`src/design/min_unique_element_select_defines.svh`:
```
// Assertion macros for the minimum unique element selector.
// Included by the top-level RTL file, which carries concurrent checks; uses its clk and arst_n.
`ifndef MIN_UNIQUE_ELEMENT_SELECT_DEFINES_SVH
`define MIN_UNIQUE_ELEMENT_SELECT_DEFINES_SVH
`ifndef SYNTHESIS
// Check that is switched off while reset is asserted.
`define MUES_ASSERT(lbl, prop, msg) \
	lbl: assert property (@(posedge clk) disable iff (!arst_n) (prop)) else $error(msg);
// Check that also holds across reset.
`define MUES_ASSERT_ALWAYS(lbl, prop, msg) \
	lbl: assert property (@(posedge clk) (prop)) else $error(msg);
`else
`define MUES_ASSERT(lbl, prop, msg)
`define MUES_ASSERT_ALWAYS(lbl, prop, msg)
`endif
`endif

```
`src/design/mues_pkg.sv`:
```
// Shared types and constants for the minimum unique element selector.
// No dependencies; imported by mues_mem, mues_seq and the top level.
`default_nettype none
package mues_pkg;

	localparam int DATA_W        = 32;
	localparam int IDX_OUT_W     = 7;
	localparam int MAX_ITEMS_DEF = 128;

	typedef enum logic [2:0] {
		ST_LOAD,
		ST_FETCH,
		ST_INNER,
		ST_DRAIN,
		ST_FINISH
	} mues_state_t;

	// Strobes from the sequencer to the datapath, one per phase of the scan.
	typedef struct packed {
		logic load;
		logic fetch;
		logic inner;
		logic drain;
		logic finish;
	} mues_ctl_t;

endpackage
`default_nettype wire

```
`src/design/mues_seq.sv`:
```
// Scan sequencer: walks the outer index i and inner index j over the loaded set.
// Depends on mues_pkg for the state and control types.
`default_nettype none
module mues_seq #(
	parameter int IDX_W = $clog2(mues_pkg::MAX_ITEMS_DEF)
) (
	input  wire logic                clk,
	input  wire logic                arst_n,
	input  wire logic                start,
	input  wire logic [IDX_W-1:0]    last_idx,
	input  wire logic                out_free,
	output mues_pkg::mues_ctl_t      ctl,
	output logic      [IDX_W-1:0]    i_q,
	output logic      [IDX_W-1:0]    j_q
);
	import mues_pkg::*;

	mues_state_t state_q, state_d;

	always_comb begin
		state_d = state_q;
		case (state_q)
			ST_LOAD:   if (start) state_d = ST_FETCH;
			ST_FETCH:  state_d = ST_INNER;
			ST_INNER:  if (j_q == last_idx) state_d = ST_DRAIN;
			ST_DRAIN:  state_d = (i_q == last_idx) ? ST_FINISH : ST_FETCH;
			ST_FINISH: if (out_free) state_d = ST_LOAD;
			default:   state_d = ST_LOAD;
		endcase
	end

	always_comb begin
		ctl = '0;
		case (state_q)
			ST_LOAD:   ctl.load   = 1'b1;
			ST_FETCH:  ctl.fetch  = 1'b1;
			ST_INNER:  ctl.inner  = 1'b1;
			ST_DRAIN:  ctl.drain  = 1'b1;
			ST_FINISH: ctl.finish = 1'b1;
			default:   ctl = '0;
		endcase
	end

	always_ff @(posedge clk or negedge arst_n) begin
		if (!arst_n) begin
			state_q <= ST_LOAD;
			i_q     <= '0;
			j_q     <= '0;
		end else begin
			state_q <= state_d;
			if (ctl.load && start) begin
				i_q <= '0;
			end else if (ctl.drain) begin
				i_q <= i_q + 1'b1;
			end
			if (ctl.fetch) begin
				j_q <= '0;
			end else if (ctl.inner) begin
				j_q <= j_q + 1'b1;
			end
		end
	end

endmodule
`default_nettype wire
```
`config.mk`:
```
export PLATFORM = sky130hd
export DESIGN_NAME = mues_seq
export DESIGN_NICKNAME = d
export VERILOG_FILES = /design/src/design/min_unique_element_select_defines.svh /design/src/design/mues_pkg.sv /design/src/design/mues_seq.sv
export SDC_FILE = /design/constraint.sdc
export NUM_CORES = 1
export LEC_CHECK = 0
export BUFFER_PORTS_ARGS = -buffer_cell sky130_fd_sc_hd__buf_2
export CAP_MARGIN = 40
export CORE_ASPECT_RATIO = 0.7
export CORE_MARGIN = 10
export CORE_UTILIZATION = 39
export CTS_BUF_LIST = sky130_fd_sc_hd__clkbuf_16
export DETAILED_ROUTE_END_ITERATION = 8
export HOLD_SLACK_MARGIN = 0.1
export PLACE_DENSITY = 0.59
export SYNTH_ARGS = -nofsm -noshare
export SYNTH_HDL_FRONTEND = slang
export SYNTH_SLANG_ARGS = --single-unit
```
`constraint.sdc`:
```
create_clock -name clk -period 1.9 [get_ports clk]
set_input_delay 0.475 -clock clk [delete_from_list [all_inputs] [get_ports clk]]
set_output_delay 0.475 -clock clk [all_outputs]
set_load 0.03 [all_outputs]
```
## Word-level counts from Yosys, hierarchy flattened

Index checks and enable logic that the tools add are counted.
Widths: inputs -> output; s select.

- ROM bits: 0
- Memories kept: 0
- Logic and storage cells: 33
- Bits in latches: 0
- Output and inout port bits: 19
- Bits of input ports: 11
- Memory bits (writable): 0
- Bits in registers: 17

- Bitwise operators: 0
- Reductions and logical operators: 5
- $mul: 0
- Shifts and indexed selects: 0
- Muxes and demuxes: 14
- Equal/unequal tests: 9
- Order comparisons: 0
- Add/sub/neg operators: 2
- Div/mod/pow operators: 0

Operators with widths:

| operator | count |
|---|---|
| $mux 7 | 4 |
| $pmux 3 s5 | 1 |
| $add 7x1->7 const B | 2 |
| $eq 7x7->1 | 2 |
| $mux 3 | 4 |
| $eq 3x2->1 const B | 2 |
| $ne 2x2->1 const B | 3 |
| $mux 1 | 5 |
| $reduce_bool 2->1 | 2 |
| $eq 3x1->1 const B | 1 |
| $eq 3x3->1 const B | 1 |
| $logic_not 3->1 | 1 |
| $reduce_and 3->1 | 1 |
| $logic_and 1x1->1 | 1 |

## Longest topological paths before layout

- Depth in word-level cells: 4
- Mapped depth: 5
- Depth with buffers taken out: 5

## Worst setup path before layout

Ideal clock, no wire load.

- Kind: register to register
- Start: register state_q[1]
- End: register i_q[0]
- Slack: 0.128 ns
- Data required time: 1.773 ns
- Stages on the path, launching flop included: 5
- Path buffers: 1
- Arrival: 1.645 ns
- Period minus slack after synthesis: 1.772 ns
- Setup time: 0.127 ns
- Cells stage by stage: dfrtp_1 -> nor3_1 -> and2_1 -> clkbuf_1 -> nor2_1

RTL lines:

| what | RTL line | RTL |
|---|---|---|
| from (decl) | mues_seq.sv:18 | `mues_state_t state_q, state_d;` |
| from (signal assigned) | mues_seq.sv:50 | `state_q <= state_d;` |
| to (signal assigned) | mues_seq.sv:54 | `i_q <= i_q + 1'b1;` |
| to (decl) | mues_seq.sv:13 | `output logic [IDX_W-1:0] i_q,` |

==> impl_metrics.csv <==
group,metric,value,unit
status,status,"completed",
worst_setup_path,ff2ff_setup_slack,390,ps
worst_setup_path,arrival,1390,ps
sta,min_period,1860,ps
route,wirelength,2620,µm
floorplanning,die_h,62.0,µm
hold_path,hold_path_class,"primary input to async pin",
clock_network,postCtsHoldBufs,0,
grt,grt_pass1_wl,4170,µm
grt,grt_pass1_vias,848,
floorplanning,die_w,80.0,µm
grt,grt_use_total,11.1,%
sta,tns,0,ps
sta,worst_pin_slew,383,ps
synthesis,yosys_warnings,0,
layout,final_nets,148,
layout,final_cells,168,
synthesis,synth.avg_cell_area,9.74,µm²
synthesis,netlist_instances,101,
synthesis,synth_nets,114,
clock_network,ctsLongestPathBuffers,2,
floorplanning,die_area,0.00496,mm²
synthesis,yosysTopAreaCellShare,43.3,%
sta,slew_headroom,74.4,%
placement,place_congestion,0.794,
synthesis,ys_types,30,
sta,holdWs,143,ps
power_and_ir_drop,peakVddDrop,0.557,mV
route,wl_met1,1170,µm
synthesis,synthFlopType,"dfrtp_1",
route,via_per_inst,5.19,
route,highest_layer,"met4",
floorplanning,rows,15,
clock_network,clock-root-buffer,"clkbuf_16",
route,drtIter0Drc,42,
clock_network,clk_pin_slew_worst_paths,50,ps
floorplanning,initial_core_util,40.3,%
layout,final_cell_mix,"buf_2 (27), dfrtp_1 (15), nand2_1 (11), xnor2_1 (11), nor2_1 (9)",
placement,place_ws,224,ps
floorplanning,core,0.00244,mm²
placement,placedCellCount,163,
route,wl_met2,1300,µm
clock_network,cts_tree,"built",
power_and_ir_drop,power_density,1350,mW/mm²
worst_setup_path,r2r_end,"j_q[6]$_DFFE_PN0P_",
sta,fin_skew,4.92,ps
grt,grt-ovfl-total,0,
sta,fin_crit_sh,97.9,%
layout,drive_above_1_share,30.6,%
layout,layout_commonest_cell,"buf_2",
worst_setup_path,critical_path_class,"flip-flop to output port",
placement,hpwl,2010,µm
clock_network,h-tree-depth,1,
power_and_ir_drop,leakagePower,0.613,nW
grt,grt_antenna_before_repair,0,
synthesis,ys_async_sr_fraction,100,%
sta,final-setup-viol-count,0,
clock_network,cts_buffers,3,
route,drc_errors,0,
sta,hold_violations,0,
sta,grt_setup_unrepaired,"false",
sta,maxSlewViolCount,0,
worst_setup_path,r2r-start,"state_q[2]$_DFFE_PN0P_",
route,num_vias,872,
worst_setup_path,path_max_fanout,7,
route,wl_per_cell,15.6,µm
synthesis,synth_seq_area_share,43.3,%
clock_network,clock_sinks,17,
worst_setup_path,cp-end-kind,"output port",
floorplanning,ios,30,
clock_network,insertion_delay,250,ps
route,postRouteAntennaNets,0,
job,cap_violations,0,
worst_setup_path,ff2ff_path_depth,5,
grt,grt_start_max_net_pins,18,
worst_setup_path,start_kind,"flip-flop",
synthesis,netlist_top_cells_area,"dfrtp_1 (43%), xnor2_1 (9.8%), xor2_1 (7.1%), nand2_1 (4.2%), o21ai_0 (3.6%)",
worst_setup_path,cp.required,1420,ps
layout,utilization,51.8,%
route,met3WireLength,122,µm
synthesis,synth_top_cell_by_area,"dfrtp_1",
power_and_ir_drop,finalPower,1.70,mW
route,firstDrtPassIters,4,
synthesis,synth_edf_count,0,
layout,final_design_area_no_fill,0.00126,mm²
layout,syn_to_final_growth,28.5,%
placement,io_buffers,29,
synthesis,synth_seq_cells,17,
layout,n_antenna_cell,0,
placement,dpl-instance-area,0.00117,mm²
layout,n_fill_cell,239,
sta,fmax,538,MHz
sta,worst_slack,39.6,ps
synthesis,netlist_area,983,µm²
synth_stat cells (2+ instances only):
library cell and n:
xor2_1 8, nand4_1 4, ha_1 2, nor3_1 3, nand2_1 11, xnor2_1 11, nor2_1 9, dfrtp_1 17
o21ai_0 7, inv_1 3, a31oi_1 2, o211ai_1 2, or3_1 2, a21oi_1 2, and2_1 2, o31ai_1 2
power by group:
group / switching [mW] / internal [mW]
Clock: 0.136 / 0.279
Sequential: 0.124 / 0.435
Combinational: 0.460 / 0.265
logic make-up after synthesis:
group                      after synthesis  share of synthesized area [%]
AOI/OAI and AO/OA                       18                           11.7
buffers and inverters                    5                           2.42
adders and majority gates                2                           2.54
and+or+nand+nor                         39                           22.1
muxes                                    1                           1.02
DFF                                     17                           43.3
xor gates and xnor gates                19                           16.9
worst max-delay path by stage:
| stage | from | end | slack [ps] | depth (start not counted) |
|---|---|---|---|---|
| floorplan | state_q[1]$_DFFE_PN0P_ | i_q[0]$_DFFE_PN0P_ | 130 | 4 |
| global placement | state_q[1]$_DFFE_PN0P_ | ctl[3] | 260 | 3 |
| detailed placement | state_q[1]$_DFFE_PN0P_ | ctl[3] | 220 | 3 |
| CTS | state_q[1]$_DFFE_PN0P_ | ctl[3] | 5 | 3 |
| global route | state_q[1]$_DFFE_PN0P_ | ctl[3] | 5 | 3 |
| finish | state_q[2]$_DFFE_PN0P_ | ctl[2] | 40 | 3 |
final cells by class:
type | count | area (µm²) | share of cell area, %
multi-input cells | 79 | 537 | 42.5
flip-flops and latches | 17 | 428 | 33.9
repair buffers | 30 | 158 | 12.5
clock buffers | 3 | 75.1 | 5.94
well taps | 34 | 42.5 | 3.37
inverters | 4 | 20.0 | 1.58
clock inverters | 1 | 3.75 | 0.297
what timing repair did:
item	in CTS	in global routing
setup buffers	0	1
setup endpoints to repair	2	2
resized for setup	4	2
worst max-delay path, cell delays in order (launching register included):
cell	delay [ps]
dfrtp_1	440
or3b_4	440
clkinv_4	100
buf_4	160
flip-flops by register name (all words and copies together), names as in the netlist:
register	count
state_q	3
j_q	7
i_q	7
metal layers:
layer | track usage [%] | vias to the layer above
met5 | 0 | -
met3 | 4.17 | 5
met2 | 19.7 | 13
met1 | 12.3 | 428
met4 | 3.00 | 0
li1 | - | 426
Power figures use the tool's default switching activity.
